$ cat src/rtl/multi_frame_3d_convolution_macros.svh
// Assertion shorthands for the top-level file, which checks itself.
`ifndef MULTI_FRAME_3D_CONVOLUTION_MACROS_SVH
`define MULTI_FRAME_3D_CONVOLUTION_MACROS_SVH

// Same-cycle implication, switched off while reset is asserted.
`define MFC_ASSERT_IMP(name, clk, rst_n, ante, cons) \
	name: assert property (@(posedge clk) disable iff (!rst_n) (ante) |-> (cons)) \
		else $error("same-cycle check failed");

// Next-cycle implication, switched off while reset is asserted.
`define MFC_ASSERT_NEXT(name, clk, rst_n, ante, cons) \
	name: assert property (@(posedge clk) disable iff (!rst_n) (ante) |=> (cons)) \
		else $error("next-cycle check failed");

`endif

$ cat src/rtl/mfc_pkg.sv
package mfc_pkg;

	// Default sizes of the stores.
	localparam int DEF_MAX_WIDTH       = 64;
	localparam int DEF_MAX_HEIGHT      = 64;
	localparam int DEF_MAX_FRAMES      = 4;
	localparam int DEF_MAX_KERNEL_SIDE = 7;

	// Samples per pixel, fixed by the three result fields.
	localparam int CHANNELS = 3;

	// Configuration port.
	localparam int CFG_IDX_W  = 3;
	localparam int CFG_DATA_W = 7;

	localparam logic [CFG_IDX_W-1:0] CFG_IMAGE_WIDTH   = 3'd0;
	localparam logic [CFG_IDX_W-1:0] CFG_IMAGE_HEIGHT  = 3'd1;
	localparam logic [CFG_IDX_W-1:0] CFG_KERNEL_WIDTH  = 3'd2;
	localparam logic [CFG_IDX_W-1:0] CFG_KERNEL_HEIGHT = 3'd3;
	localparam logic [CFG_IDX_W-1:0] CFG_KERNEL_DEPTH  = 3'd4;
	localparam logic [CFG_IDX_W-1:0] CFG_CHANNEL_COUNT = 3'd5;

	localparam logic [6:0] RST_IMAGE_WIDTH   = 7'd64;
	localparam logic [6:0] RST_IMAGE_HEIGHT  = 7'd64;
	localparam logic [2:0] RST_KERNEL_WIDTH  = 3'd3;
	localparam logic [2:0] RST_KERNEL_HEIGHT = 3'd3;
	localparam logic [2:0] RST_KERNEL_DEPTH  = 3'd1;
	localparam logic [1:0] RST_CHANNEL_COUNT = 2'd3;

	// Item operations.
	localparam logic [1:0] OP_COEF    = 2'd0;
	localparam logic [1:0] OP_PIXEL   = 2'd1;
	localparam logic [1:0] OP_COMPUTE = 2'd2;

	// Fixed-point rounding of the Q.12 sums.
	localparam int FRAC_BITS = 12;

	typedef enum logic [1:0] {
		SEQ_IDLE,
		SEQ_WALK,
		SEQ_DRAIN,
		SEQ_FINISH
	} seq_state_t;

	// Sequencer commands to the multiply-accumulate unit.
	typedef struct packed {
		logic clear;
		logic issue;
	} mac_ctrl_t;

	typedef logic [CHANNELS-1:0][7:0] lane_bytes_t;

	// Bits needed to index n entries.
	function automatic int idx_bits(input int n);
		return (n > 1) ? $clog2(n) : 1;
	endfunction

	// Bits needed to hold the value n itself.
	function automatic int cnt_bits(input int n);
		return $clog2(n + 1);
	endfunction

	// Width for position arithmetic: image sizes, row/col ports and the pad.
	function automatic int coord_bits(input int w, input int h);
		int m;
		m = (cnt_bits(w) > cnt_bits(h)) ? cnt_bits(w) : cnt_bits(h);
		return ((m > 7) ? m : 7) + 1;
	endfunction

endpackage

$ cat src/rtl/mfc_ram.sv
module mfc_ram
	import mfc_pkg::*;
#(
	parameter int WIDTH = 8,
	parameter int DEPTH = 256,
	localparam int AW = idx_bits(DEPTH)
) (
	input  logic             clk,
	input  logic             we,
	input  logic [AW-1:0]    waddr,
	input  logic [WIDTH-1:0] wdata,
	input  logic             re,
	input  logic [AW-1:0]    raddr,
	output logic [WIDTH-1:0] rdata
);

	logic [WIDTH-1:0] mem [DEPTH];
	logic [WIDTH-1:0] rdata_q;

	always_ff @(posedge clk) begin
		if (we) begin
			mem[waddr] <= wdata;
		end
		if (re) begin
			rdata_q <= mem[raddr];
		end
	end

	assign rdata = rdata_q;

endmodule

$ cat config.mk
export PLATFORM = sky130hd
export DESIGN_NAME = mfc_ram
export DESIGN_NICKNAME = d
export VERILOG_FILES = /design/src/rtl/multi_frame_3d_convolution_macros.svh /design/src/rtl/mfc_pkg.sv /design/src/rtl/mfc_ram.sv
export SDC_FILE = /design/constraint.sdc
export NUM_CORES = 2
export LEC_CHECK = 0
export ABC_AREA = 1
export BUFFER_PORTS_ARGS = -buffer_cell sky130_fd_sc_hd__buf_2
export CAP_MARGIN = 20
export CELL_PAD_IN_SITES_DETAIL_PLACEMENT = 1
export CELL_PAD_IN_SITES_GLOBAL_PLACEMENT = 2
export CORE_MARGIN = 5
export CORE_UTILIZATION = 48
export DETAILED_ROUTE_END_ITERATION = 7
export PLACE_DENSITY = 0.86
export SYNTH_ARGS = -nofsm -noshare
export SYNTH_HDL_FRONTEND = slang
export SYNTH_SLANG_ARGS = --single-unit
$ cat constraint.sdc
create_clock -name clk -period 3.6 [get_ports clk]
set_input_delay 0.18 -clock clk [delete_from_list [all_inputs] [get_ports clk]]
set_output_delay 0.18 -clock clk [all_outputs]
set_load 0.005 [all_outputs]
==> run metrics <==
H-tree levels=4; Final min period=roughly 2.4 ns; Crit-path slowest cell=inv_8; flops & latches, synth=between 2000 and 2500; Slew HR=about a quarter; pre-CTS setup slack=0.348 ns; critical-path cell list=buf_8, inv_8, buf_12, buf_12, buf_4, nand3_1, nand3_1, nand3_1, nand3_1, nand3_1, nand3_1, nand2_1, nand2_1, nand2_1; class of the most critical setup path=input port to flip-flop; clock share of power=42.2%; Synth Cell Area=approximately 83000 um2; port bufs=34; most used cell, CP=nand3_1; Slew @ Worst Pin=~1.1 ns; distinct cell type count after synthesis=13; Max Clk Rate=0.418 GHz; count of final hold-check violations=0; Buf/Inv on CP=5; worst-skew pair later-pin latency=slightly below 0.9 ns; worst path required time=~4.2 ns; PnR worst setup slack=approximately 1.2 ns; core footprint=between 150000 and 200000 um2; final setup fails=0; Seq pwr share=slightly above 50%; P_sw=approximately 12 mW; switching power share of the total=23.1%; Total Nets Final=7118; Iter 0 DRT Violations=6083; Global Route Usage Sum=~29%; PwrDens=~540 nW/um2; crit start category=input port; leak pwr=between 30 and 40 nW; largest net degree at the start of global routing=around 160; period utilization=between 60% and 70%; vias in the first global route=59285; DIE AREA=~180000 um2; commonest non-fill, non-tap cell in the layout=nand2_1; Num CTS Buffers=210; total nets after synthesis=between 7000 and 8000; CP endpoint kind=flip-flop; vias per std cell=5.96; clock sinks=~2100; Die W=between 400 and 500 um; drt drc=0; Seq/Total Area, Yosys=74.0%; RSZ-0062 raised after global routing=false; CP max stage delay=roughly 0.38 ns; max cap viols=0; grt total ovfl=0; CTS clock-pin slew for the worst setup and hold paths=approximately 0.060 ns; first drt pass iteration count=5; Final ANT Viol Nets=0; share of cells above drive strength 1=a little under a tenth; dpl hpwl=roughly 150 mm; Synth Warn #=0; Worst path top cell family by delay=simple AND/OR/NAND/NOR gates; Post-CTS Setup Bufs=0; wire per inst=roughly 27 um; post_cts resized=0; Initial Utilization=48.1%; Worst Skew=~0.027 ns; root buffer cell=clkbuf_16; Vias=between 50000 and 60000; first-pass GRT wire length=between 300 and 400 mm; TNS Setup=0 ns; initial antenna violation count=10; syn avg cell area=11.9 um2; Critical Path Fanout Max=42; P&R area growth vs syn=13.0%; fin. max-slew vios=0; Die Y=between 400 and 500 um; clock tree from TritonCTS=built; Hold WC Path Type=input port to flip-flop; Comb pwr share=6.3%; commonest non-fill, non-tap cells in the layout=nand2_1, edfxtp_1, nand3_1; Placed Cells incl. Taps=about 9200; Max IR drop VDD=around 0.57 mV; Final Non-Filler Cells=9599; Cells after Synth=~7000; IO Count=35; CP arrival=~3.0 ns; Final GP Congestion=0.846; status=completed; Hold Buf Count CTS=10; clk buf depth=3; internal power=~39 mW; cell row count=between 150 and 200; Routed WL=~260 mm
flip-flops by register name, indices dropped and copies added, names as in the netlist:
register  cells
mem        2048
rdata         8
tightest hold or removal path, cell delays in order:
cell and delay [ns]:
buf_2 0.15, nand2_1 0.10, nor2_1 0.09, nand2_1 0.11, nor2_1 0.19
stage by stage:
step	total power, mW	hold WS (ns)	utilization (%)	area [um2]
after global routing	53.0	0.190	54.4	94400
after CTS	51.6	0.125	54.4	94300
final	51.4	0.174	54.4	94400
after detailed placement	30.1	0.667	50.4	87400
after global placement	30.0	0.656	50.4	87400
after floorplan	28.5	0.279	-	83500
layout make-up:
cell class                      instances  area [um2]
Multi-Input combinational cell       4425       19200
Inverter                               39         180
Sequential cell                      2056       61700
Timing Repair Buffer                  359        3550
Tap cell                             2325        2910
Antenna cell                            6        15.0
Fill cell                           17607       79100
Clock buffer                          243        5420
Clock inverter                        146        1380
path summary, 6_finish.rpt:
check / from / endpoint / slack [ns] / depth (start not counted)
hold / removal: waddr[7] / mem[182][3] / 0.17 / 5
hold reg to reg: mem[4][4] / rdata[4] / 1.13 / 10
setup reg to reg: mem[229][4] / rdata[4] / 1.23 / 10
setup / recovery: raddr[1] / rdata[1] / 1.21 / 14
per-layer routing:
layer,GRT usage [%],part of all wire (%),vias to the layer above
met5,0,0.012,-
met2,47.5,49,2240
li1,-,-,25055
met4,11.8,4.3,4
met3,4.46,7.1,495
met1,37.9,40,29401
power groups by stage:
stage                     clock network [mW]  logic, mW  registers [mW]
after floorplan                            0       1.63            26.9
after global placement                     0       3.12            26.9
after detailed placement                   0       3.20            26.9
after CTS                               21.9       3.23            26.4
after global routing                    23.1       3.45            26.4
final                                   21.7       3.25            26.4
cells by family (layout without fill, tap and decap cells):
kind of cell  Yosys count  count (layout)  synth area share (%)
buf+inv               522             787                  3.12
flops                2056            2056                  74.0
other cells             0               6                     0
simple gates         4425            4425                  22.9
synth_stat cells:
cell type / count / area share (%)
clkbuf_1: 112 / 0.50
inv_4: 1 / 0.0075
nand3_1: 2019 / 12
inv_1: 36 / 0.16
nor2_1: 283 / 1.3
nand2_1: 2123 / 9.5
inv_2: 2 / 0.0090
buf_6: 16 / 0.22
buf_2: 268 / 1.6
edfxtp_1: 2056 / 74
buf_4: 46 / 0.41
buf_8: 1 / 0.018
buf_1: 40 / 0.18
(Power assumes the default switching activity.)
