**src/rtl/multi_frame_3d_convolution_macros.svh**
```systemverilog
// Assertion shorthands for the top-level file, which checks itself.
`ifndef MULTI_FRAME_3D_CONVOLUTION_MACROS_SVH
`define MULTI_FRAME_3D_CONVOLUTION_MACROS_SVH

// Same-cycle implication, switched off while reset is asserted.
`define MFC_ASSERT_IMP(name, clk, rst_n, ante, cons) \
	name: assert property (@(posedge clk) disable iff (!rst_n) (ante) |-> (cons)) \
		else $error("same-cycle check failed");

// Next-cycle implication, switched off while reset is asserted.
`define MFC_ASSERT_NEXT(name, clk, rst_n, ante, cons) \
	name: assert property (@(posedge clk) disable iff (!rst_n) (ante) |=> (cons)) \
		else $error("next-cycle check failed");

`endif

```
**src/rtl/mfc_pkg.sv**
```systemverilog
package mfc_pkg;

	// Default sizes of the stores.
	localparam int DEF_MAX_WIDTH       = 64;
	localparam int DEF_MAX_HEIGHT      = 64;
	localparam int DEF_MAX_FRAMES      = 4;
	localparam int DEF_MAX_KERNEL_SIDE = 7;

	// Samples per pixel, fixed by the three result fields.
	localparam int CHANNELS = 3;

	// Configuration port.
	localparam int CFG_IDX_W  = 3;
	localparam int CFG_DATA_W = 7;

	localparam logic [CFG_IDX_W-1:0] CFG_IMAGE_WIDTH   = 3'd0;
	localparam logic [CFG_IDX_W-1:0] CFG_IMAGE_HEIGHT  = 3'd1;
	localparam logic [CFG_IDX_W-1:0] CFG_KERNEL_WIDTH  = 3'd2;
	localparam logic [CFG_IDX_W-1:0] CFG_KERNEL_HEIGHT = 3'd3;
	localparam logic [CFG_IDX_W-1:0] CFG_KERNEL_DEPTH  = 3'd4;
	localparam logic [CFG_IDX_W-1:0] CFG_CHANNEL_COUNT = 3'd5;

	localparam logic [6:0] RST_IMAGE_WIDTH   = 7'd64;
	localparam logic [6:0] RST_IMAGE_HEIGHT  = 7'd64;
	localparam logic [2:0] RST_KERNEL_WIDTH  = 3'd3;
	localparam logic [2:0] RST_KERNEL_HEIGHT = 3'd3;
	localparam logic [2:0] RST_KERNEL_DEPTH  = 3'd1;
	localparam logic [1:0] RST_CHANNEL_COUNT = 2'd3;

	// Item operations.
	localparam logic [1:0] OP_COEF    = 2'd0;
	localparam logic [1:0] OP_PIXEL   = 2'd1;
	localparam logic [1:0] OP_COMPUTE = 2'd2;

	// Fixed-point rounding of the Q.12 sums.
	localparam int FRAC_BITS = 12;

	typedef enum logic [1:0] {
		SEQ_IDLE,
		SEQ_WALK,
		SEQ_DRAIN,
		SEQ_FINISH
	} seq_state_t;

	// Sequencer commands to the multiply-accumulate unit.
	typedef struct packed {
		logic clear;
		logic issue;
	} mac_ctrl_t;

	typedef logic [CHANNELS-1:0][7:0] lane_bytes_t;

	// Bits needed to index n entries.
	function automatic int idx_bits(input int n);
		return (n > 1) ? $clog2(n) : 1;
	endfunction

	// Bits needed to hold the value n itself.
	function automatic int cnt_bits(input int n);
		return $clog2(n + 1);
	endfunction

	// Width for position arithmetic: image sizes, row/col ports and the pad.
	function automatic int coord_bits(input int w, input int h);
		int m;
		m = (cnt_bits(w) > cnt_bits(h)) ? cnt_bits(w) : cnt_bits(h);
		return ((m > 7) ? m : 7) + 1;
	endfunction

endpackage

```
**src/rtl/mfc_seq.sv**
```systemverilog
module mfc_seq
	import mfc_pkg::*;
#(
	parameter int MAX_WIDTH       = DEF_MAX_WIDTH,
	parameter int MAX_HEIGHT      = DEF_MAX_HEIGHT,
	parameter int MAX_FRAMES      = DEF_MAX_FRAMES,
	parameter int MAX_KERNEL_SIDE = DEF_MAX_KERNEL_SIDE,
	localparam int FW  = idx_bits(MAX_FRAMES),
	localparam int YW  = idx_bits(MAX_HEIGHT),
	localparam int XW  = idx_bits(MAX_WIDTH),
	localparam int KSW = cnt_bits(MAX_KERNEL_SIDE),
	localparam int KDW = cnt_bits(MAX_FRAMES),
	localparam int DW  = coord_bits(MAX_WIDTH, MAX_HEIGHT),
	localparam int PAW = FW + YW + XW,
	localparam int CAW = FW + 2 * KSW
) (
	input  logic           clk,
	input  logic           arst_n,
	input  logic           start,
	input  logic           interior,
	input  logic [DW-1:0]  base_y,
	input  logic [DW-1:0]  base_x,
	input  logic [KSW-1:0] kw,
	input  logic [KSW-1:0] kh,
	input  logic [KDW-1:0] kd,
	input  logic           mac_pending,
	input  logic           out_free,
	output logic           busy,
	output mac_ctrl_t      mac_ctrl,
	output logic [CAW-1:0] coef_addr,
	output logic [PAW-1:0] pix_addr,
	output logic           load,
	output logic           pos_valid
);

	seq_state_t     state_q, state_d;
	logic [KSW-1:0] dx_q, dy_q;
	logic [FW-1:0]  dz_q;
	logic [DW-1:0]  base_y_q, base_x_q;
	logic           pos_valid_q;
	logic           dx_last, dy_last, dz_last, tap_last;

	assign dx_last  = (dx_q == kw - KSW'(1));
	assign dy_last  = (dy_q == kh - KSW'(1));
	assign dz_last  = (KDW'(dz_q) == kd - KDW'(1));
	assign tap_last = dx_last && dy_last && dz_last;

	always_ff @(posedge clk or negedge arst_n) begin
		if (!arst_n) begin
			state_q <= SEQ_IDLE;
		end else begin
			state_q <= state_d;
		end
	end

	// Tap counters: column fastest, then row, then frame.
	always_ff @(posedge clk or negedge arst_n) begin
		if (!arst_n) begin
			dx_q        <= '0;
			dy_q        <= '0;
			dz_q        <= '0;
			pos_valid_q <= 1'b0;
		end else if (start) begin
			dx_q        <= '0;
			dy_q        <= '0;
			dz_q        <= '0;
			pos_valid_q <= interior;
		end else if (state_q == SEQ_WALK) begin
			if (dx_last) begin
				dx_q <= '0;
				if (dy_last) begin
					dy_q <= '0;
					dz_q <= dz_q + FW'(1);
				end else begin
					dy_q <= dy_q + KSW'(1);
				end
			end else begin
				dx_q <= dx_q + KSW'(1);
			end
		end
	end

	always_ff @(posedge clk) begin
		if (start) begin
			base_y_q <= base_y;
			base_x_q <= base_x;
		end
	end

	assign coef_addr = {dz_q, dy_q, dx_q};
	assign pix_addr  = {dz_q, YW'(base_y_q + DW'(dy_q)), XW'(base_x_q + DW'(dx_q))};
	assign pos_valid = pos_valid_q;
	assign busy      = (state_q != SEQ_IDLE);

	always_comb begin
		state_d        = state_q;
		mac_ctrl.clear = 1'b0;
		mac_ctrl.issue = 1'b0;
		load           = 1'b0;
		unique case (state_q)
			SEQ_IDLE: begin
				if (start) begin
					mac_ctrl.clear = 1'b1;
					state_d        = interior ? SEQ_WALK : SEQ_FINISH;
				end
			end
			SEQ_WALK: begin
				mac_ctrl.issue = 1'b1;
				if (tap_last) begin
					state_d = SEQ_DRAIN;
				end
			end
			SEQ_DRAIN: begin
				if (!mac_pending) begin
					state_d = SEQ_FINISH;
				end
			end
			SEQ_FINISH: begin
				if (out_free) begin
					load    = 1'b1;
					state_d = SEQ_IDLE;
				end
			end
			default: begin
				state_d = SEQ_IDLE;
			end
		endcase
	end

endmodule

```
**config.mk**
```make
export PLATFORM = sky130hd
export DESIGN_NAME = mfc_seq
export DESIGN_NICKNAME = d
export VERILOG_FILES = /design/src/rtl/multi_frame_3d_convolution_macros.svh /design/src/rtl/mfc_pkg.sv /design/src/rtl/mfc_seq.sv
export SDC_FILE = /design/constraint.sdc
export NUM_CORES = 1
export LEC_CHECK = 0
export BUFFER_PORTS_ARGS = -buffer_cell sky130_fd_sc_hd__buf_2
export CORE_AREA = 2 2 63 65
export DETAILED_ROUTE_END_ITERATION = 10
export DIE_AREA = 0 0 65 67
export GPL_ROUTABILITY_DRIVEN = 0
export PLACE_DENSITY = 0.74
export SLEW_MARGIN = 20
export SYNTH_ARGS = -nofsm -noshare
export SYNTH_HDL_FRONTEND = slang
export SYNTH_SLANG_ARGS = --single-unit
```
**constraint.sdc**
```tcl
create_clock -name clk -period 2.7 [get_ports clk]
set_clock_uncertainty 0.05 [all_clocks]
set_input_delay 0.27 -clock clk [delete_from_list [all_inputs] [get_ports clk]]
set_output_delay 0.27 -clock clk [all_outputs]
set_load 0.01 [all_outputs]
```
==> results of run 1 <==
==> sequential cells by signal (all words and copies together), names as in the netlist <==
signal	cells
dz_q	2
base_x_q	6
pos_valid	1
dx_q	3
dy_q	3
state_q	2
base_y_q	6
==> metrics by stage <==
step / total power [uW] / setup WS, ps / std cells / hold WS, ps / utilization
after floorplan: 1080 / 836 / 151 / -75.6 / -
after global placement: 1280 / 702 / 249 / 102 / 0.531
after detailed placement: 1300 / 692 / 249 / 104 / 0.531
after CTS: 1520 / 449 / 254 / 122 / 0.546
after global routing: 1620 / 368 / 254 / 118 / 0.546
final: 1500 / 466 / 254 / 125 / 0.546
==> critical path: stages (launching register included) <==
cell	delay (ps)
dfrtp_1	460
ha_1	270
fa_1	410
a21o_1	190
nand2_1	70
xnor2_1	110
buf_2	140
==> area by class of cell <==
class / count / area share
multi-input combinational: 109 / 0.452
sequential: 23 / 0.323
timing repair buffer: 55 / 0.144
tap: 48 / 0.0305
inverter: 15 / 0.0286
clock buffer: 4 / 0.0229
==> metal layers <==
| metal | vias up | share of wire |
|---|---|---|
| met1 | 571 | 0.41 |
| li1 | 629 | - |
| met5 | - | 0 |
| met3 | 2 | 0.046 |
| met4 | 0 | 0.0033 |
| met2 | 35 | 0.54 |
==> cell families (layout without fill, tap and decap cells) <==
| logic type | count (synthesis) | after routing |
|---|---|---|
| AOI/OAI and AO/OA | 24 | 24 |
| buffers and inverters | 19 | 74 |
| and+or+nand+nor | 47 | 47 |
| adders and majority gates | 18 | 18 |
| xor gates and xnor gates | 17 | 17 |
| DFF | 23 | 23 |
| muxes | 3 | 3 |
==> final timing paths <==
| check | start | to | slack, ps |
|---|---|---|---|
| min in group asynchronous | arst_n | dy_q[2]$_DFFE_PN0P_ | 350 |
| worst max register to register | state_q[0]$_DFFE_PN0P_ | state_q[0]$_DFFE_PN0P_ | 660 |
| max in group asynchronous | arst_n | dx_q[1]$_DFFE_PN0P_ | 2040 |
| worst min register to register | pos_valid$_DFFE_PN0P_ | pos_valid$_DFFE_PN0P_ | 470 |
| worst min-delay path | base_x[2] | base_x_q[2]$_DFFE_PP_ | 130 |
| worst max-delay path | dy_q[0]$_DFFE_PN0P_ | pix_addr[10] | 470 |
==> synthesized netlist by cell type, drive strengths merged <==
master   instances  area (um^2)
ha              16          200
inv             15         56.3
edfxtp          12          360
dfrtp           11          275
nand2           10         37.5
xor2             9         78.8
nor2             7         28.8
a21oi            6         30.0
nand3            6         35.0
nor2b            6         37.5
o21ai            6         30.0
xnor2            6         52.6
and2             5         31.3
nand2b           5         31.3
a21o             3         22.5
a31oi            3         25.0
or4              3         22.5
a221oi           2         17.5
buf              2         15.0
clkbuf           2         7.51
fa               2         40.0
mux2             2         26.3
nand3b           2         15.0
xnor3            2         46.3
a41oi            1         27.5
mux2i            1         10.0
nor3             1         5.00
nor4             1         6.26
o2111ai          1         8.76
o21ba            1         10.0
o22ai            1         6.26
or2b             1         7.51
==> power groups by stage <==
| stage | Combinational (uW) | Sequential (uW) | Clock (uW) |
|---|---|---|---|
| 6_report | 761 | 524 | 213 |
| 5_1_grt | 848 | 540 | 231 |
| 4_1_cts | 771 | 527 | 219 |
| 3_5_place_dp | 763 | 535 | 0 |
| 3_3_place_gp | 753 | 530 | 0 |
| 2_1_floorplan | 546 | 530 | 0 |
==> flow_summary.json, run 1 <==
{
  "status": "finished, final reports clean",
  "dp_hpwl_um": 2430,
  "internal-power_uw": 902,
  "ys_warn_count": 0,
  "synth_top_family_by_area": "simple AND/OR/NAND/NOR gates",
  "antenna_found_initial": 0,
  "ys_seq_area_frac": 0.396,
  "syn_nets": 200,
  "grt_remaining_overflow": 0,
  "synth-compound-area-share": 0.111,
  "path_class": "register to output port",
  "grt_pass1_vias": 1185,
  "clock-root-buffer": "clkbuf_8",
  "powerDensity_nw_per_um2": 761,
  "die-height_um": 67,
  "syn_to_final_growth_pct": 22.8,
  "wire_per_inst_um": 11.8,
  "fmax_mhz": 448,
  "ys_ff_latch": 23,
  "ff2ff_path_depth": 6,
  "drive_gt1_frac": 0.316,
  "firstDrtPassIters": 4,
  "synth_xor_area_frac": 0.111,
  "busiest_layer": "met2",
  "die-area_um2": 4360,
  "seqCellArea_um2": 636,
  "worstPathArrival_ps": 1910,
  "clock_sinks": 23,
  "layout_common_cells": "53 x buf_2, 16 x ha_1, 15 x inv_1",
  "portBuffers": 53,
  "grt_usage": 0.151,
  "synth_cell_types": 38,
  "finalHoldViolations": 0,
  "clkPwrFrac": 0.142,
  "met3_usage": 0.0203,
  "drc": 0,
  "num-fill-cells": 348,
  "syn_inst": 151,
  "p_sw_frac": 0.398,
  "clkTransAtPathRegs_ps": 80,
  "use_met2": 0.284,
  "layout_commonest_cell": "buf_2",
  "synthSimpleGateAreaFrac": 0.161,
  "vias": 1237,
  "htreeDepth": 1,
  "grt_max_degree": 23,
  "power_frac_comb": 0.508,
  "max_cap_viol_count": 0,
  "multi_input_comb_area_um2": 890,
  "worstSetupEndpointType": "output port",
  "hold_buffers": 1,
  "tns_ps": 0,
  "crit_fanout": 6,
  "grt_pass1_wl_um": 5070,
  "finalNetCount": 256,
  "postRouteAntennaNets": 0,
  "p_leak_uw": 0.000968,
  "slew_viol_final": 0,
  "synth_fa_ha_area_frac": 0.150,
  "drt-initial-drc-count": 74,
  "ioPinCount": 58,
  "diodes": 0,
  "clockBufferDepth": 2,
  "rsz0062_at_grt": "no",
  "syn_avg_cell_area_um2": 10.6,
  "start_util": 0.445,
  "fin_crit_sh": 0.827,
  "tritoncts": "yes",
  "p_seq_frac": 0.350,
  "rows": 22,
  "dpl-instance-area_um2": 1910,
  "synth_mux_area_frac": 0.0226,
  "via_per_inst": 4.87,
  "insertion_delay_ps": 260,
  "die_w_um": 65,
  "period_minus_slack_ps": 2230,
  "synthesis.area_um2": 1600,
  "worst_pin_slew_ps": 429,
  "hold_path_class": "primary input to register",
  "setup_viol": 0,
  "critPathLaunchType": "register",
  "postLayoutCellArea_um2": 1970,
  "core-area_um2": 3610,
  "wl_um": 2990,
  "cts_setup_buffers": 0,
  "cts_buffers": 3,
  "critPathRequiredTime_ps": 2380,
  "whs_path_depth": 1,
  "cts-resized-gates": 0,
  "vdd_drop_max_mv": 0.253,
  "max_slew_margin": 0.714,
  "p_switching_uw": 596,
  "grt.met1_usage": 0.176
}
Note: power is estimated with default switching activity, not from simulation.
==> inputs of run 2 (changes only) <==
- clock period: 2.7 -> 2.1 ns (I/O delays scaled with it)
==> run 2 against run 1 <==
Against the previous run:
- worst setup slack worse by 370 ps
- clock power up 27%
- global-route usage up 0.96 points
- routed wire length up 6.3%
- register-to-register slack worse by 560 ps
- worst hold slack worse by 63 ps
- power up 33%
- count of clock-buffer cells in the layout down 1
- cell count up 2.0%
- critical path type is now register to register
- design area up 2.8%
- critical path depth unchanged
- largest cell class unchanged
==> flow_summary.json, run 2 (synthesis gave the netlist of run 1 again) <==
{
  "antenna_found_initial": 0,
  "start_util": 0.445,
  "clock_sinks": 23,
  "htreeDepth": 1,
  "tns_ps": 0,
  "max_cap_viol_count": 0,
  "critPathLaunchType": "register",
  "layout_common_cells": "53 x buf_2, 16 x ha_1, 15 x inv_1",
  "finalHoldViolations": 0,
  "rows": 22,
  "finalNetCount": 261,
  "grt_remaining_overflow": 0,
  "p_seq_frac": 0.330,
  "internal-power_uw": 1210,
  "slew_viol_final": 0,
  "tritoncts": "yes",
  "dp_hpwl_um": 2590,
  "max_slew_margin": 0.783,
  "power_frac_comb": 0.535,
  "drive_gt1_frac": 0.370,
  "die_w_um": 65,
  "p_sw_frac": 0.396,
  "postRouteAntennaNets": 0,
  "clkPwrFrac": 0.136,
  "multi_input_comb_area_um2": 902,
  "die-height_um": 67,
  "drc": 0,
  "setup_viol": 0,
  "layout_commonest_cell": "buf_2",
  "p_switching_uw": 790,
  "clkTransAtPathRegs_ps": 90,
  "status": "finished, final reports clean",
  "grt_usage": 0.160,
  "crit_family": "simple AND/OR/NAND/NOR gates",
  "worstPathArrival_ps": 2160,
  "powerDensity_nw_per_um2": 986,
  "ioPinCount": 58,
  "reg_top3": "base_x_q: 6 flops, base_y_q: 6 flops",
  "seqCellArea_um2": 639,
  "wire_per_inst_um": 12.3,
  "core-area_um2": 3610,
  "critPathRequiredTime_ps": 2260,
  "path_class": "register to register",
  "crit_chain": "inv_1, ha_1, nor2b_1, or4_1, or4_1, nand3_1",
  "wl_um": 3180,
  "grt_pass1_wl_um": 5340,
  "p_leak_uw": 0.000992,
  "vias": 1271,
  "clock-root-buffer": "clkbuf_8",
  "path_buf_inv": 1,
  "insertion_delay_ps": 270,
  "worstSetupEndpointType": "register",
  "rsz0062_at_grt": "no",
  "via_per_inst": 4.91,
  "power.total_uw": 2000,
  "vdd_drop_max_mv": 0.539,
  "crit_top_cell": "or4_1",
  "fin_util": 0.561,
  "cts_buffers": 3,
  "drt-initial-drc-count": 62,
  "period_minus_slack_ps": 2000,
  "hold_path_class": "primary input to register",
  "die-area_um2": 4360,
  "fin_crit_sh": 0.952,
  "crit_start": "state_q[0]$_DFFE_PN0P_",
  "grt_pass1_vias": 1266,
  "grt_max_degree": 23,
  "crit_path_top_delay_cell": "or4_1",
  "clockBufferDepth": 2,
  "crit-reg2reg-launch": "state_q[0]$_DFFE_PN0P_",
  "worst_pin_slew_ps": 325,
  "critPathMaxStageDelay_ps": 520,
  "num-fill-cells": 313,
  "fmax_mhz": 500,
  "crit_fanout": 4,
  "portBuffers": 53,
  "firstDrtPassIters": 4,
  "holdCritStartpoint": "base_x[5]",
  "syn_to_final_growth_pct": 26.2,
  "diodes": 0
}
## run 2: power groups by stage
stage / sequential, uW / clock [uW] / combinational, uW
finish: 658 / 271 / 1070
global route: 675 / 304 / 1190
CTS: 672 / 284 / 1040
detailed placement: 681 / 0 / 1030
global placement: 675 / 0 / 1010
floorplan: 682 / 0 / 702
## run 2: layer usage
layer / GRT usage / vias to the layer above / part of all wire
met5: 0 / - / 0
met2: 0.299 / 35 / 0.53
li1: - / 642 / -
met1: 0.181 / 590 / 0.40
met4: 0.0479 / 0 / 0.014
met3: 0.0372 / 4 / 0.052
## run 2: path summary, 6_finish.rpt
kind	to	slack, ps	depth (start not counted)
setup / recovery	state_q[0]$_DFFE_PN0P_	100	6
hold / removal	base_x_q[5]$_DFFE_PP_	60	1
setup reg to reg	state_q[0]$_DFFE_PN0P_	100	6
hold reg to reg	pos_valid$_DFFE_PN0P_	480	1
max in group asynchronous	dy_q[1]$_DFFE_PN0P_	1490	2
min in group asynchronous	pos_valid$_DFFE_PN0P_	270	2
## run 2: repair_timing
action,CTS,global route
buffers inserted,0,2
resized for setup,3,4
hold endpoints to repair,11,0
hold buffers,1,0
pin swaps,0,1
endpoints found under the setup margin,2,5
## run 2: area by class of cell
type | count | share of cell area
Sequential cell | 23 | 0.316
Clock inverter | 1 | 0.00247
Tap cell | 48 | 0.0297
Inverter | 15 | 0.0278
Timing Repair Buffer | 60 | 0.158
Multi-Input combinational cell | 109 | 0.446
Clock buffer | 3 | 0.0204
## run 2: stage by stage
step | hold slack, ps | setup WS, ps | instances | area, um^2
after detailed placement | 44.8 | 150 | 252 | 1940
after global placement | 44.8 | 144 | 252 | 1940
after floorplan | -136 | 236 | 151 | 1600
final | 62.0 | 100 | 259 | 2020
after CTS | 54.2 | 1.21 | 257 | 2000
after global routing | 46.3 | 3.01 | 259 | 2020
==> inputs of run 3 (changes only) <==
- CORE_AREA: 2 2 63 65 -> 2 2 61 63
- DIE_AREA: 0 0 65 67 -> 0 0 63 65
- PLACE_DENSITY: 0.74 -> 0.76
==> run 3 against run 2 <==
Against the previous run:
- non-clock buffer count up 13
- via count up 7.9%
- sequential power up 1%
- the flow now finishes with violations (setup timing)
- sequential share of layout area down 2.3 points
- fmax down 5.8%
- worst hold slack worse by 55 ps
- first-iteration DRC count down 68%
- count of clock-buffer cells in the layout unchanged
- utilization up 6.3 points
- combinational power up 7%
==> flow_summary.json, run 3 (synthesis gave the netlist of run 1 again) <==
{
  "rows": 22,
  "syn_to_final_growth_pct": 36.2,
  "grt_usage": 0.170,
  "insertion_delay_ps": 330,
  "path_buf_inv": 1,
  "grt_max_degree": 23,
  "vias": 1372,
  "max_slew_margin": 0.771,
  "vdd_drop_max_mv": 0.558,
  "seqCellArea_um2": 641,
  "holdCritStartpoint": "base_x[5]",
  "setup_viol": 1,
  "cts_buffers": 3,
  "postLayoutCellArea_um2": 2180,
  "die-area_um2": 4100,
  "num-fill-cells": 313,
  "clkTransAtPathRegs_ps": 130,
  "worst_pin_slew_ps": 342,
  "violations": "setup timing",
  "tritoncts": "yes",
  "rsz0062_at_grt": "yes",
  "reg_top3": "base_x_q: 6 flops, base_y_q: 6 flops",
  "crit_fanout": 2,
  "slew_viol_final": 0,
  "grt_remaining_overflow": 0,
  "drt-initial-drc-count": 20,
  "wire_per_inst_um": 14.0,
  "dp_hpwl_um": 2450,
  "worstSetupEndpointType": "output port",
  "worst_r2r_endpoint": "state_q[0]$_DFFE_PN0P_",
  "core-area_um2": 3500,
  "min_to": "base_x_q[5]$_DFFE_PP_",
  "drive_gt1_frac": 0.402,
  "crit_family": "adder cells",
  "status": "complete, but fails checks",
  "critPathRequiredTime_ps": 1840,
  "post-route-worst-setup-slack_ps": -22.5,
  "die-height_um": 65,
  "critPathMaxStageDelay_ps": 460,
  "grt_pass1_vias": 1249,
  "ff2ff_path_depth": 6,
  "diodes": 0,
  "ioPinCount": 58,
  "firstDrtPassIters": 4,
  "p_leak_uw": 0.00104,
  "dpl-instance-area_um2": 1920,
  "wl_um": 3800,
  "powerDensity_nw_per_um2": 925,
  "max_cap_viol_count": 0,
  "period_minus_slack_ps": 2120,
  "layout_commonest_cell": "buf_2",
  "hold_path_class": "primary input to register",
  "regToRegSetupSlack_ps": 120,
  "fin_crit_sh": 1.01,
  "clock_sinks": 23,
  "fmax_mhz": 471,
  "postRouteAntennaNets": 0,
  "critPathLaunchType": "register",
  "holdWs_ps": 6.75,
  "grt_pass1_wl_um": 5420,
  "die_w_um": 63,
  "antenna_found_initial": 0,
  "clock-root-buffer": "clkbuf_4",
  "whs_path_depth": 1,
  "start_util": 0.459,
  "path_class": "register to output port",
  "clockBufferDepth": 2,
  "crit-reg2reg-launch": "state_q[0]$_DFFE_PN0P_",
  "via_per_inst": 5.04,
  "drc": 0,
  "crit_path_top_delay_cell": "edfxtp_1",
  "crit_chain": "ha_4, fa_2, a21o_1, nand2_2, xnor2_2, buf_2",
  "htreeDepth": 1,
  "worstPathArrival_ps": 1860,
  "finalNetCount": 274,
  "layout_common_cells": "53 x buf_2, 15 x inv_1, 12 x edfxtp_1",
  "multi_input_comb_area_um2": 957,
  "portBuffers": 53,
  "finalHoldViolations": 0
}
## run 3: timing repair
action	CTS	global route
pin swaps	0	6
buffers inserted	6	1
resized for setup	6	11
hold buffers	1	10
endpoints found under the setup margin	4	6
endpoints found under the hold margin	11	10
## run 3: cell type report
cell class / instances / share of cell area
well taps: 48 / 0.0275
inverters: 15 / 0.0258
multi-input cells: 109 / 0.438
clock buffers: 3 / 0.0103
flip-flops and latches: 23 / 0.293
repair buffers: 73 / 0.203
clock inverters: 1 / 0.00229
## run 3: worst max path at each step
stage                            from                      to  slack (ps)  depth (start not counted)
2_1_floorplan  state_q[0]$_DFFE_PN0P_  state_q[0]$_DFFE_PN0P_         240                          6
3_3_place_gp   state_q[0]$_DFFE_PN0P_  state_q[0]$_DFFE_PN0P_         150                          6
3_5_place_dp   state_q[0]$_DFFE_PN0P_  state_q[0]$_DFFE_PN0P_         120                          6
4_1_cts           dy_q[1]$_DFFE_PN0P_            pix_addr[11]          -3                          6
5_1_grt           dx_q[0]$_DFFE_PN0P_             pix_addr[4]         -90                          7
6_report        base_y_q[0]$_DFFE_PP_            pix_addr[10]         -20                          6
## run 3: report_power, final
| part | switching, uW | internal, uW |
|---|---|---|
| logic | 581 | 554 |
| registers | 98.5 | 569 |
| clock network | 148 | 71.4 |
## run 3: worst reg2reg max path, delay by kind of cell (launching register included)
kind | cells | cell delay [ps]
fa+ha+maj | 1 | 220
buf+inv | 1 | 110
flops | 1 | 420
simple gates | 4 | 1130
## run 3: per-stage QoR
stage	instances	setup slack, ps	utilization	total power, uW	TNS (ps)
6_report	272	-22.5	0.625	2020	-22.5
5_1_grt	272	-92.8	0.625	2170	-242
4_1_cts	261	-2.52	0.577	1940	-2.52
3_5_place_dp	250	124	0.550	1670	0
3_3_place_gp	250	147	0.550	1650	0
2_1_floorplan	151	236	-	1380	0
## run 3: layer usage
metal	track usage	wire length (um)	vias to the layer above	part of all wire
li1	-	-	666	-
met1	0.189	1460	652	0.38
met2	0.326	2130	46	0.56
met3	0.0191	129	8	0.034
met4	0.0694	84	0	0.022
met5	0	0	-	0
