===== config.mk =====
export PLATFORM = sky130hd
export DESIGN_NAME = mfc_mac
export DESIGN_NICKNAME = d
export VERILOG_FILES = /design/src/rtl/multi_frame_3d_convolution_macros.svh /design/src/rtl/mfc_pkg.sv /design/src/rtl/mfc_mac.sv
export SDC_FILE = /design/constraint.sdc
export NUM_CORES = 1
export LEC_CHECK = 0
export BUFFER_PORTS_ARGS = -buffer_cell sky130_fd_sc_hd__buf_2
export CAP_MARGIN = 20
export CORE_UTILIZATION = 40
export CTS_CLUSTER_DIAMETER = 200
export DETAILED_ROUTE_END_ITERATION = 7
export GPL_TIMING_DRIVEN = 0
export PLACE_DENSITY = 0.63
export SLEW_MARGIN = 30
export SYNTH_ARGS = -nofsm -noshare
export SYNTH_HDL_FRONTEND = slang
export SYNTH_SLANG_ARGS = --single-unit

===== constraint.sdc =====
create_clock -name clk -period 8.75 [get_ports clk]
set_clock_uncertainty 0.1 [all_clocks]
set_input_delay 0.875 -clock clk [delete_from_list [all_inputs] [get_ports clk]]
set_output_delay 0.875 -clock clk [all_outputs]
set_load 0.02 [all_outputs]

===== src/rtl/multi_frame_3d_convolution_macros.svh =====
// Assertion shorthands for the top-level file, which checks itself.
`ifndef MULTI_FRAME_3D_CONVOLUTION_MACROS_SVH
`define MULTI_FRAME_3D_CONVOLUTION_MACROS_SVH

// Same-cycle implication, switched off while reset is asserted.
`define MFC_ASSERT_IMP(name, clk, rst_n, ante, cons) \
	name: assert property (@(posedge clk) disable iff (!rst_n) (ante) |-> (cons)) \
		else $error("same-cycle check failed");

// Next-cycle implication, switched off while reset is asserted.
`define MFC_ASSERT_NEXT(name, clk, rst_n, ante, cons) \
	name: assert property (@(posedge clk) disable iff (!rst_n) (ante) |=> (cons)) \
		else $error("next-cycle check failed");

`endif


===== src/rtl/mfc_pkg.sv =====
package mfc_pkg;

	// Default sizes of the stores.
	localparam int DEF_MAX_WIDTH       = 64;
	localparam int DEF_MAX_HEIGHT      = 64;
	localparam int DEF_MAX_FRAMES      = 4;
	localparam int DEF_MAX_KERNEL_SIDE = 7;

	// Samples per pixel, fixed by the three result fields.
	localparam int CHANNELS = 3;

	// Configuration port.
	localparam int CFG_IDX_W  = 3;
	localparam int CFG_DATA_W = 7;

	localparam logic [CFG_IDX_W-1:0] CFG_IMAGE_WIDTH   = 3'd0;
	localparam logic [CFG_IDX_W-1:0] CFG_IMAGE_HEIGHT  = 3'd1;
	localparam logic [CFG_IDX_W-1:0] CFG_KERNEL_WIDTH  = 3'd2;
	localparam logic [CFG_IDX_W-1:0] CFG_KERNEL_HEIGHT = 3'd3;
	localparam logic [CFG_IDX_W-1:0] CFG_KERNEL_DEPTH  = 3'd4;
	localparam logic [CFG_IDX_W-1:0] CFG_CHANNEL_COUNT = 3'd5;

	localparam logic [6:0] RST_IMAGE_WIDTH   = 7'd64;
	localparam logic [6:0] RST_IMAGE_HEIGHT  = 7'd64;
	localparam logic [2:0] RST_KERNEL_WIDTH  = 3'd3;
	localparam logic [2:0] RST_KERNEL_HEIGHT = 3'd3;
	localparam logic [2:0] RST_KERNEL_DEPTH  = 3'd1;
	localparam logic [1:0] RST_CHANNEL_COUNT = 2'd3;

	// Item operations.
	localparam logic [1:0] OP_COEF    = 2'd0;
	localparam logic [1:0] OP_PIXEL   = 2'd1;
	localparam logic [1:0] OP_COMPUTE = 2'd2;

	// Fixed-point rounding of the Q.12 sums.
	localparam int FRAC_BITS = 12;

	typedef enum logic [1:0] {
		SEQ_IDLE,
		SEQ_WALK,
		SEQ_DRAIN,
		SEQ_FINISH
	} seq_state_t;

	// Sequencer commands to the multiply-accumulate unit.
	typedef struct packed {
		logic clear;
		logic issue;
	} mac_ctrl_t;

	typedef logic [CHANNELS-1:0][7:0] lane_bytes_t;

	// Bits needed to index n entries.
	function automatic int idx_bits(input int n);
		return (n > 1) ? $clog2(n) : 1;
	endfunction

	// Bits needed to hold the value n itself.
	function automatic int cnt_bits(input int n);
		return $clog2(n + 1);
	endfunction

	// Width for position arithmetic: image sizes, row/col ports and the pad.
	function automatic int coord_bits(input int w, input int h);
		int m;
		m = (cnt_bits(w) > cnt_bits(h)) ? cnt_bits(w) : cnt_bits(h);
		return ((m > 7) ? m : 7) + 1;
	endfunction

endpackage


===== src/rtl/mfc_mac.sv =====
module mfc_mac
	import mfc_pkg::*;
#(
	parameter int MAX_FRAMES      = DEF_MAX_FRAMES,
	parameter int MAX_KERNEL_SIDE = DEF_MAX_KERNEL_SIDE
) (
	input  logic               clk,
	input  logic               arst_n,
	input  mac_ctrl_t          ctrl,
	input  lane_bytes_t        pix,
	input  logic signed [15:0] coef,
	input  logic [1:0]         cs,
	output logic               pending,
	output lane_bytes_t        result
);

	localparam int PW = 25;
	localparam int AW = PW + cnt_bits(MAX_FRAMES * MAX_KERNEL_SIDE * MAX_KERNEL_SIDE);

	logic                 take_s1;
	logic                 valid_s2;
	logic signed [PW-1:0] prod_s2 [CHANNELS];
	logic signed [AW-1:0] acc_q   [CHANNELS];
	logic        [AW-1:0] rsum    [CHANNELS];

	// Store data arrives in the cycle after the sequencer issues the tap address.
	always_ff @(posedge clk or negedge arst_n) begin
		if (!arst_n) begin
			take_s1  <= 1'b0;
			valid_s2 <= 1'b0;
		end else begin
			take_s1  <= ctrl.issue;
			valid_s2 <= take_s1;
		end
	end

	always_ff @(posedge clk) begin
		for (int l = 0; l < CHANNELS; l++) begin
			if (take_s1) begin
				prod_s2[l] <= $signed({1'b0, pix[l]}) * coef;
			end
			if (ctrl.clear) begin
				acc_q[l] <= '0;
			end else if (valid_s2) begin
				acc_q[l] <= acc_q[l] + AW'(prod_s2[l]);
			end
		end
	end

	assign pending = take_s1 | valid_s2;

	// Round half up to an integer, then clamp to the byte range; lanes at or above the channel count give zero.
	always_comb begin
		for (int l = 0; l < CHANNELS; l++) begin
			rsum[l] = AW'(acc_q[l]) + AW'(1 << (FRAC_BITS - 1));
			if (acc_q[l][AW-1] || (int'(cs) <= l)) begin
				result[l] = 8'd0;
			end else if (|rsum[l][AW-1:FRAC_BITS+8]) begin
				result[l] = 8'hFF;
			end else begin
				result[l] = rsum[l][FRAC_BITS+7:FRAC_BITS];
			end
		end
	end

endmodule


==> impl_metrics.ini, run 1 <==
[outcome]
status = completed

[logic_synthesis]
yosys_warnings = 0
synth-main-ff-cell = sky130_fd_sc_hd__edfxtp_1
synth_enable_flop_cells = 174
post_synthesis_net_count = 3371
syn_area_per_cell_um2 = 9.21
synth_cell_types = 86
async_flop_share = 0.0114
syn_inst = 2767
yosys_register_bits = 176
syn-cell-area_um2 = 25500
seq_area_frac_synth = 0.207

[clocking]
holdBufCountCts = 0
clockRootBuffer = sky130_fd_sc_hd__clkbuf_16
cts-resized-gates = 0
cts_htree_levels = 4
clock_tree.buffer_depth = 2
clk_latency_ns = 0.48
cts_made_buffers = 17
worst_setup_hold_path_clk_slew_ns = 0.08
cts_num_sinks = 176
cts_tree = yes
cts_setup_buffers = 0

[min_path]
min-delay-path-class = primary input to asynchronous set/reset pin

[routing]
detailroute.via_count = 19000
antenna_violating_nets_left = 0
drt-vias-per-instance = 5.10
detail_route.wl_per_cell_um = 16.0
wirelength_um = 59400
drc = 0
detail_route.first_pass.iterations = 5
first_iter_violations = 1017

[power]
ir_drop_uv = 149
p_sw_mw = 4.20
internal_power_mw = 4.77
power.static_leakage_nw = 13.3
power_density_nw_per_um2 = 325
seq_power_share = 0.202
comb_power_share = 0.704
power.total_mw = 8.97
power_frac_clock = 0.094
p_sw_frac = 0.468

[floorplanning]
starting_utilization_of_the_core_area = 0.405
dieHeight_um = 254
die_area_um2 = 64700
placement_rows = 92
num_io_pins = 71
dieWidth_um = 254
std_cell_core_area_um2 = 63000

[place]
gpl.final_weighted_congestion = 0.894
placement_cell_area_um2 = 27000
dp_worst_setup_slack_ns = 1.86
detailedPlacementHpwl_um = 48600
io_buffers = 70

[timing]
rsz0062_at_grt = no
worst-slew-pin-transition_ns = 0.980
fin_setup_tns_ns = 0
final.setup.worst_slack_ns = 2.25
final.min_clock_period_ns = 6.50
fmax_mhz = 154
hold_violations = 0
final_setup_vio_count = 0
timing.final.max_slew_violations = 0
slew_headroom = 0.347
finalCritPeriodShare = 0.743

[cells_and_area]
fillers = 6246
drive_above_1_share = 0.0477
multi_input_area_um2 = 18100
utilization = 0.439
regArea_um2 = 5280
post_synthesis_to_final_layout_area_growth_pct = 8.35
nets = 3463
layout.cells.most_common_list = sky130_fd_sc_hd__inv_1, sky130_fd_sc_hd__fa_1, sky130_fd_sc_hd__ha_1
most_common_cell_after_layout_fill_and_taps_aside = sky130_fd_sc_hd__inv_1
final_area_um2 = 27600

[critical_path]
cell_chain_of_the_critical_path = buf_2, clkbuf_1, nand2_1, fa_1, inv_1, fa_1, fa_1, inv_1, fa_1, inv_1, ha_1, a21o_1, a21o_1, o21ai_0, a31oi_1, nor3_1, nor3_1, a2111oi_1, a21oi_1, xnor2_1
arrival_time_at_the_worst_endpoint_ns = 6.66
endpoint_kind = flip-flop
cp_slowest_stage_delay_ns = 0.64
critical_path_class = primary input to flip-flop
path_max_fanout = 10
worst_path_max_delay_cell = sky130_fd_sc_hd__clkbuf_1
required_ns = 8.91
worst_setup_path_start_kind = primary input
path_common_cell = sky130_fd_sc_hd__fa_1

[grt]
grt_pass1_vias = 19100
grt.total_usage = 0.193
grt_remaining_overflow = 0
antenna_found_initial = 8
grt_pass1_wl_um = 97800
grt_start_max_net_pins = 51

[flow_run]
maxcap_viol_count = 0
cell usage after synthesis, types with 16 or more instances:
| cell type | count | area, um^2 |
|---|---|---|
| sky130_fd_sc_hd__o21ai_0 | 47 | 235 |
| sky130_fd_sc_hd__nand4_1 | 17 | 106 |
| sky130_fd_sc_hd__o21a_1 | 24 | 180 |
| sky130_fd_sc_hd__clkbuf_1 | 80 | 300 |
| sky130_fd_sc_hd__nand2b_1 | 16 | 100 |
| sky130_fd_sc_hd__fa_1 | 309 | 6190 |
| sky130_fd_sc_hd__o21ai_1 | 18 | 90.1 |
| sky130_fd_sc_hd__inv_1 | 486 | 1820 |
| sky130_fd_sc_hd__a31oi_1 | 18 | 113 |
| sky130_fd_sc_hd__and3_1 | 30 | 188 |
| sky130_fd_sc_hd__nand2_1 | 233 | 875 |
| sky130_fd_sc_hd__ha_1 | 249 | 3120 |
| sky130_fd_sc_hd__nor3_1 | 32 | 160 |
| sky130_fd_sc_hd__a21oi_1 | 140 | 701 |
| sky130_fd_sc_hd__nand3_1 | 47 | 235 |
| sky130_fd_sc_hd__nor2b_1 | 21 | 131 |
| sky130_fd_sc_hd__nor2_1 | 166 | 623 |
| sky130_fd_sc_hd__edfxtp_1 | 174 | 5230 |
| sky130_fd_sc_hd__and2_1 | 228 | 1430 |
| sky130_fd_sc_hd__o21bai_1 | 18 | 135 |
| sky130_fd_sc_hd__a21o_1 | 77 | 578 |
| sky130_fd_sc_hd__xor2_1 | 67 | 587 |
| sky130_fd_sc_hd__xnor2_1 | 108 | 946 |
layout make-up:
cell class,count,area share
Tap cell,846,0.0383
Clock inverter,14,0.00725
Multi-Input combinational cell,2021,0.655
Buffer,82,0.0112
Sequential cell,176,0.191
Inverter,488,0.0663
Clock buffer,18,0.0155
Timing Repair Buffer,73,0.0154
Antenna cell,3,0.000272
layer usage:
layer | up-vias | GRT usage | share of wire
met1 | 9301 | 0.268 | 0.48
met2 | 366 | 0.307 | 0.45
met3 | 58 | 0.0317 | 0.054
li1 | 9235 | - | -
met5 | - | 0 | 0.00074
met4 | 8 | 0.0594 | 0.022
worst paths after layout:
check / start / endpoint / slack, ns / cells after the start
worst min-delay path: arst_n / take_s1$_DFF_PN0_ / 0.06 / 1
min in group clk: ctrl[0] / take_s1$_DFF_PN0_ / 0.40 / 1
worst max register to register: acc_q[1][0]$_SDFFCE_PN0P_ / acc_q[1][32]$_SDFFCE_PN0P_ / 5.22 / 13
max in group asynchronous: arst_n / take_s1$_DFF_PN0_ / 8.38 / 1
worst min register to register: prod_s2[0][25]$_DFFE_PP_ / acc_q[1][0]$_SDFFCE_PN0P_ / 0.55 / 2
worst max-delay path: coef[13] / prod_s2[0][24]$_DFFE_PP_ / 2.25 / 20
worst max-delay path, delay by kind of cell:
kind	cells	cell delay, ns
compound gates	6	1.50
fa+ha+maj	5	2.37
xor+xnor	1	0.32
buf+inv	5	1.05
simple gates	3	0.54
power groups by stage:
stage	combinational [mW]	sequential [mW]	clock [mW]
after floorplan	5.12	1.71	0
after global placement	6.25	1.83	0
after detailed placement	6.31	1.82	0
after CTS	6.36	1.81	0.863
after global routing	7.22	1.85	0.888
final	6.31	1.81	0.845
per-stage QoR:
| step | hold WS [ns] | cells |
|---|---|---|
| after floorplan | 0.479 | 2767 |
| after global placement | 0.514 | 3683 |
| after detailed placement | 0.527 | 3686 |
| after CTS | 0.0359 | 3718 |
| after global routing | 0.0497 | 3720 |
| final | 0.0614 | 3721 |
logic make-up after synthesis:
group / count (synthesis) / synth area share
AO/OA/AOI/OAI: 446 / 0.117
XOR/XNOR: 175 / 0.0601
buffers and inverters: 570 / 0.0839
flip-flops: 176 / 0.207
AND/OR/NAND/NOR: 842 / 0.167
adder cells (fa/ha/maj): 558 / 0.365
state kept, by name, summed over array words and instances (netlist names):
signal / count
take_s1: 1
valid_s2: 1
prod_s2: 75
acc_q: 99
No activity file was read; power rests on OpenSTA's default activity.
==> inputs of run 2 (changes only) <==
--- a/config.mk
+++ b/config.mk
@@ -5,13 +5,14 @@
 export SDC_FILE = /design/constraint.sdc
 export NUM_CORES = 1
 export LEC_CHECK = 0
+export ABC_AREA = 1
 export BUFFER_PORTS_ARGS = -buffer_cell sky130_fd_sc_hd__buf_2
 export CAP_MARGIN = 20
 export CORE_UTILIZATION = 40
 export CTS_CLUSTER_DIAMETER = 200
 export DETAILED_ROUTE_END_ITERATION = 7
 export GPL_TIMING_DRIVEN = 0
-export PLACE_DENSITY = 0.63
+export PLACE_DENSITY = 0.65
 export SLEW_MARGIN = 30
 export SYNTH_ARGS = -nofsm -noshare
 export SYNTH_HDL_FRONTEND = slang
==> constraint.sdc (replaced) <==
create_clock -name clk -period 5.3 [get_ports clk]
set_clock_uncertainty 0.1 [all_clocks]
set_input_delay 0.53 -clock clk [delete_from_list [all_inputs] [get_ports clk]]
set_output_delay 0.53 -clock clk [all_outputs]
set_load 0.02 [all_outputs]
==> run 2 against run 1 <==
Effect of this change:
- synthesized area is 12% higher
- via count up 27%
- combinational power rose by 84%
- flip-flop and latch count unchanged
- power is 76% higher
- final cell count up 33%
- non-clock buffer count is 16 lower
- clock power up 49%
- largest cell class unchanged
- largest power group unchanged
==> impl_metrics.ini, run 2 <==
[floorplanning]
dieHeight_um = 269
die_area_um2 = 72200
std_cell_core_area_um2 = 70300
dieWidth_um = 269
starting_utilization_of_the_core_area = 0.405
num_io_pins = 71
placement_rows = 97

[clocking]
cts_num_sinks = 176
clk_latency_ns = 0.46
clockRootBuffer = sky130_fd_sc_hd__clkbuf_16
cts_setup_buffers = 0
clock_tree.buffer_depth = 2
cts_htree_levels = 4
cts_made_buffers = 17
worst_setup_hold_path_clk_slew_ns = 0.07
cts_tree = yes

[critical_path]
worstSetupStartpoint = pix[18]
r2r-start = valid_s2$_DFF_PN0_
rr_worst_depth = 6
worst_setup_path_start_kind = primary input
critical_path_class = primary input to flip-flop
regToRegSetupSlack_ns = 2.61
endpoint_kind = flip-flop
path_max_fanout = 10
arrival_time_at_the_worst_endpoint_ns = 5.23
required_ns = 5.40
crit_path_end = prod_s2[0][71]$_DFFE_PP_
critical_path.reg2reg.endpoint = acc_q[1][29]$_SDFFCE_PN0P_

[logic_synthesis]
yosys_warnings = 0
yosys_register_bits = 176
syn_area_per_cell_um2 = 7.27
syn_inst = 3914
async_flop_share = 0.0114
synth_largest_area_cell = sky130_fd_sc_hd__fa_1
syn-cell-area_um2 = 28500
netlist.area_leader.share = 0.217
post_synthesis_net_count = 4518
synth_enable_flop_cells = 174
synth_top_cells_by_count = sky130_fd_sc_hd__nand2_1, sky130_fd_sc_hd__inv_1, sky130_fd_sc_hd__nor2_1
synth-main-ff-cell = sky130_fd_sc_hd__edfxtp_1
synthMostInstantiatedCell = sky130_fd_sc_hd__nand2_1
synth_top_cells_by_area = sky130_fd_sc_hd__fa_1, sky130_fd_sc_hd__edfxtp_1, sky130_fd_sc_hd__nand2_1
seq_area_frac_synth = 0.185
synth_cell_types = 39

[grt]
grt_remaining_overflow = 0
grt_pass1_wl_um = 120000
grt_start_max_net_pins = 55
grt.total_usage = 0.209
grt_pass1_vias = 23100
antenna_found_initial = 3

[timing]
finalCritPeriodShare = 0.968
timing.final.max_slew_violations = 0
fmax_mhz = 195
hold_violations = 0
worst-slew-pin-transition_ns = 0.871
post_route_worst_hold_slack_ns = 0.0814
fin_setup_tns_ns = 0
final.min_clock_period_ns = 5.13
slew_headroom = 0.419
final_setup_vio_count = 0

[place]
place_inst = 4903
gpl.final_weighted_congestion = 0.933
detailedPlacementHpwl_um = 63000
io_buffers = 46

[routing]
drc = 0
detail_route.wl_per_cell_um = 15.1
antenna_violating_nets_left = 0
detail_route.first_pass.iterations = 6
detailroute.via_count = 24200
drt-vias-per-instance = 4.90
wirelength_um = 74500
first_iter_violations = 1753

[power]
seq_power_share = 0.186
ir_drop_uv = 234
p_sw_mw = 8.61
comb_power_share = 0.735
power.total_mw = 15.8
power_frac_clock = 0.080
internal_power_mw = 7.20
power.static_leakage_nw = 16.5
p_sw_frac = 0.545
power_density_nw_per_um2 = 517

[cells_and_area]
drive_above_1_share = 0.0391
nets = 4584
fillers = 7172
post_synthesis_to_final_layout_area_growth_pct = 7.42
largest_reg_flops = 99
final_cells = 4935
most_common_cell_after_layout_fill_and_taps_aside = sky130_fd_sc_hd__nand2_1
largest_register = acc_q
largestRegisters = acc_q (99), prod_s2 (75)
layout.cells.most_common_list = sky130_fd_sc_hd__nand2_1, sky130_fd_sc_hd__inv_1, sky130_fd_sc_hd__nor2_1

[flow_run]
maxcap_viol_count = 0

[outcome]
status = completed

[min_path]
min-delay-path-class = primary input to flip-flop
run 2: final cells by class:
cell class	count	area [um^2]	area share
multi-input cells	2745	19500	0.637
flip-flops and latches	176	5280	0.173
inverters	901	3380	0.111
well taps	940	1180	0.0385
clock buffers	18	429	0.0140
plain buffers	89	364	0.0119
repair buffers	50	315	0.0103
clock inverters	14	160	0.00524
diodes	2	5.00	0.000164
run 2: worst min path at each step:
stage                         endpoint  slack [ns]  depth (start not counted)  startpoint
floorplan            take_s1$_DFF_PN0_        0.13                          0      arst_n
global placement     take_s1$_DFF_PN0_        0.21                          1      arst_n
global route         take_s1$_DFF_PN0_        0.07                          1     ctrl[0]
CTS                  take_s1$_DFF_PN0_        0.06                          1     ctrl[0]
finish               take_s1$_DFF_PN0_        0.08                          1     ctrl[0]
detailed placement  valid_s2$_DFF_PN0_        0.22                          1      arst_n
run 2: logic make-up after synthesis:
family | Yosys count | synth area share
and+or+nand+nor | 1605 | 0.235
AOI/OAI and AO/OA | 483 | 0.0919
buffers and inverters | 993 | 0.131
adders and majority gates | 558 | 0.327
xor gates and xnor gates | 99 | 0.0305
DFF | 176 | 0.185
run 2: routing by layer:
metal,routed length (um),up-vias,share of wire,GRT usage
met1,34800,11300,0.47,0.289
met2,34400,577,0.46,0.346
met3,3320,98,0.045,0.0211
met5,15,-,0.00020,0
li1,-,12200,-,-
met4,1910,2,0.026,0.0619
run 2: power groups by stage:
stage               sequential [mW]  combinational, mW  clock [mW]
floorplan                      2.72               8.73           0
global route                   2.98               13.2        1.33
global placement               2.95               11.3           0
CTS                            2.92               11.5        1.29
finish                         2.93               11.6        1.26
detailed placement             2.95               11.4           0
run 2: stage by stage:
step | utilization | instance area, um^2 | setup WS [ns]
3_3_place_gp | 0.425 | 29900 | -0.554
4_1_cts | 0.435 | 30600 | 0.00323
6_report | 0.435 | 30600 | 0.170
3_5_place_dp | 0.426 | 30000 | -0.621
5_1_grt | 0.435 | 30600 | -0.00541
2_1_floorplan | - | 28500 | 0.401
run 2: worst max-delay path, cell delays in order:
cell                       delay, ns
sky130_fd_sc_hd__clkbuf_1       0.31
sky130_fd_sc_hd__clkbuf_1       0.52
sky130_fd_sc_hd__nand2_1        0.15
sky130_fd_sc_hd__fa_1           0.54
sky130_fd_sc_hd__inv_1          0.08
sky130_fd_sc_hd__fa_1           0.49
sky130_fd_sc_hd__fa_1           0.55
sky130_fd_sc_hd__inv_1          0.05
sky130_fd_sc_hd__fa_1           0.55
sky130_fd_sc_hd__inv_1          0.06
sky130_fd_sc_hd__ha_1           0.35
sky130_fd_sc_hd__nand2_1        0.18
sky130_fd_sc_hd__inv_1          0.05
sky130_fd_sc_hd__a21boi_0       0.28
sky130_fd_sc_hd__nor2_1         0.07
sky130_fd_sc_hd__nor3_1         0.16
sky130_fd_sc_hd__nand3_1        0.14
sky130_fd_sc_hd__xor2_1         0.16
run 2: repair_timing:
item / CTS / global route
setup endpoints to repair: 3 / 17
hold buffers: 1 / 0
gates resized for setup: 1 / 45
pin swaps: 0 / 0
hold endpoints to repair: 2 / 0
==> inputs of run 3 (changes only) <==
--- a/config.mk
+++ b/config.mk
@@ -12,7 +12,8 @@
 export CTS_CLUSTER_DIAMETER = 200
 export DETAILED_ROUTE_END_ITERATION = 7
 export GPL_TIMING_DRIVEN = 0
-export PLACE_DENSITY = 0.65
+export HOLD_SLACK_MARGIN = 0.15
+export PLACE_DENSITY = 0.63
 export SLEW_MARGIN = 30
 export SYNTH_ARGS = -nofsm -noshare
 export SYNTH_HDL_FRONTEND = slang
==> constraint.sdc (replaced) <==
create_clock -name clk -period 6.4 [get_ports clk]
set_clock_uncertainty 0.1 [all_clocks]
set_input_delay 0.64 -clock clk [delete_from_list [all_inputs] [get_ports clk]]
set_output_delay 0.64 -clock clk [all_outputs]
set_load 0.02 [all_outputs]
==> run 3 against run 2 <==
Effect of this change:
- via count about the same
- sequential power down 17%
- clock power down 17%
- critical path type unchanged
==> impl_metrics.ini, run 3 (synthesis gave the netlist of run 2 again) <==
[grt]
grt.total_usage = 0.213
grt_pass1_vias = 23300
grt_start_max_net_pins = 54
grt_pass1_wl_um = 121000
grt_remaining_overflow = 0
antenna_found_initial = 3

[timing]
slew_headroom = 0.389
worst-slew-pin-transition_ns = 0.916
timing.final.max_slew_violations = 0
fin_setup_tns_ns = 0
final.min_clock_period_ns = 5.58
finalCritPeriodShare = 0.872
hold_violations = 0
final_setup_vio_count = 0
fmax_mhz = 179
rsz0062_at_grt = no

[cells_and_area]
utilization = 0.435
largest_reg_flops = 99
nets = 4587
regArea_um2 = 5280
drive_above_1_share = 0.0335
most_common_cell_after_layout_fill_and_taps_aside = sky130_fd_sc_hd__nand2_1
post_synthesis_to_final_layout_area_growth_pct = 7.32
fillers = 7272
multi_input_area_um2 = 19500
layout.cells.most_common_list = sky130_fd_sc_hd__nand2_1, sky130_fd_sc_hd__inv_1, sky130_fd_sc_hd__nor2_1
largestRegisters = acc_q (99), prod_s2 (75)
largest_register = acc_q

[place]
gpl.final_weighted_congestion = 0.945
io_buffers = 46
detailedPlacementHpwl_um = 63500

[clocking]
worst_setup_hold_path_clk_slew_ns = 0.09
clk_latency_ns = 0.46
cts_tree = yes
clockRootBuffer = sky130_fd_sc_hd__clkbuf_16
cts_made_buffers = 17
cts_htree_levels = 4
cts_setup_buffers = 0
holdBufCountCts = 1
cts-resized-gates = 0
cts_num_sinks = 176
clock_tree.buffer_depth = 2

[routing]
drc = 0
drt-vias-per-instance = 4.89
detail_route.wl_per_cell_um = 15.3
wirelength_um = 75700
detail_route.first_pass.iterations = 6
antenna_violating_nets_left = 0
detailroute.via_count = 24100
first_iter_violations = 1698

[critical_path]
critical_path.reg2reg.endpoint = acc_q[1][28]$_SDFFCE_PN0P_
arrival_time_at_the_worst_endpoint_ns = 5.69
regToRegSetupSlack_ns = 3.68
rr_worst_depth = 6
required_ns = 6.51
critical_path_class = primary input to flip-flop
path_max_fanout = 10
endpoint_kind = flip-flop
worst_setup_path_start_kind = primary input
r2r-start = valid_s2$_DFF_PN0_

[flow_run]
maxcap_viol_count = 0

[floorplanning]
die_area_um2 = 72200
starting_utilization_of_the_core_area = 0.405
dieHeight_um = 269
num_io_pins = 71
placement_rows = 97
dieWidth_um = 269
std_cell_core_area_um2 = 70300

[power]
p_sw_mw = 7.14
power_frac_clock = 0.080
internal_power_mw = 5.96
ir_drop_uv = 250
power_density_nw_per_um2 = 429
comb_power_share = 0.734
power.total_mw = 13.1
p_sw_frac = 0.545
seq_power_share = 0.186
power.static_leakage_nw = 16.4

[min_path]
hold_path_end = take_s1$_DFF_PN0_
hold_path.startpoint = ctrl[0]
min-delay-path-class = primary input to flip-flop
holdPathStages = 1

[outcome]
status = completed
==> run 3: cell types whose count changed in the layout (fill, tap and decap cells not counted) <==
cell	before	now
sky130_fd_sc_hd__clkbuf_1	67	92
sky130_fd_sc_hd__clkbuf_4	1	0
sky130_fd_sc_hd__clkbuf_2	21	0
sky130_fd_sc_hd__clkinv_4	1	2
sky130_fd_sc_hd__buf_12	1	2
sky130_fd_sc_hd__inv_6	4	2
sky130_fd_sc_hd__diode_2	2	1
sky130_fd_sc_hd__inv_8	6	7
sky130_fd_sc_hd__buf_16	2	1
==> run 3: layout make-up <==
class,instances,area share
antenna,1,0.0000819
buffer,92,0.0113
clock buffer,18,0.0140
clock inverter,14,0.00532
inverter,901,0.111
multi-input combinational,2745,0.637
sequential,176,0.173
tap,940,0.0385
timing repair buffer,50,0.0101
==> run 3: worst max-delay path by stage <==
stage | start | to
3_3_place_gp | coef[15] | prod_s2[0][47]$_DFFE_PP_
3_5_place_dp | coef[15] | prod_s2[0][47]$_DFFE_PP_
5_1_grt | coef[15] | prod_s2[0][22]$_DFFE_PP_
2_1_floorplan | pix[2] | prod_s2[0][20]$_DFFE_PP_
4_1_cts | coef[15] | prod_s2[0][24]$_DFFE_PP_
6_report | coef[15] | prod_s2[0][47]$_DFFE_PP_
==> run 3: per-layer routing <==
| layer | wire [um] | global-route usage |
|---|---|---|
| met1 | 35600 | 0.298 |
| met2 | 35400 | 0.357 |
| met3 | 3460 | 0.0213 |
| met4 | 1230 | 0.0450 |
| met5 | 22 | 0 |
==> run 3: through the flow <==
step	area (um^2)	setup WS (ns)	hold WS, ns	cells
2_1_floorplan	28500	1.39	0.244	3914
3_3_place_gp	29900	0.403	0.325	4900
3_5_place_dp	29900	0.421	0.326	4903
4_1_cts	30500	0.876	0.169	4936
5_1_grt	30500	0.519	0.177	4936
6_report	30500	0.820	0.187	4937
==> run 3: worst max-delay path, stage by stage <==
cell                       delay (ns)
sky130_fd_sc_hd__buf_2           0.17
sky130_fd_sc_hd__clkbuf_1        0.71
sky130_fd_sc_hd__nand2_1         0.30
sky130_fd_sc_hd__fa_1            0.67
sky130_fd_sc_hd__fa_1            0.53
sky130_fd_sc_hd__inv_1           0.05
sky130_fd_sc_hd__fa_1            0.52
sky130_fd_sc_hd__inv_1           0.05
sky130_fd_sc_hd__fa_1            0.47
sky130_fd_sc_hd__inv_1           0.04
sky130_fd_sc_hd__ha_1            0.35
sky130_fd_sc_hd__a21oi_1         0.24
sky130_fd_sc_hd__a21boi_0        0.36
sky130_fd_sc_hd__nor2_1          0.07
sky130_fd_sc_hd__nor3_1          0.22
sky130_fd_sc_hd__nand3_1         0.13
sky130_fd_sc_hd__xor2_1          0.15
==> run 3: power groups by stage <==
stage               Combinational (mW)  Sequential (mW)  Clock [mW]
floorplan                         7.23             2.25           0
global placement                  9.42             2.45           0
detailed placement                9.51             2.45           0
CTS                               9.57             2.42        1.07
global route                      11.0             2.47        1.10
finish                            9.61             2.43        1.05
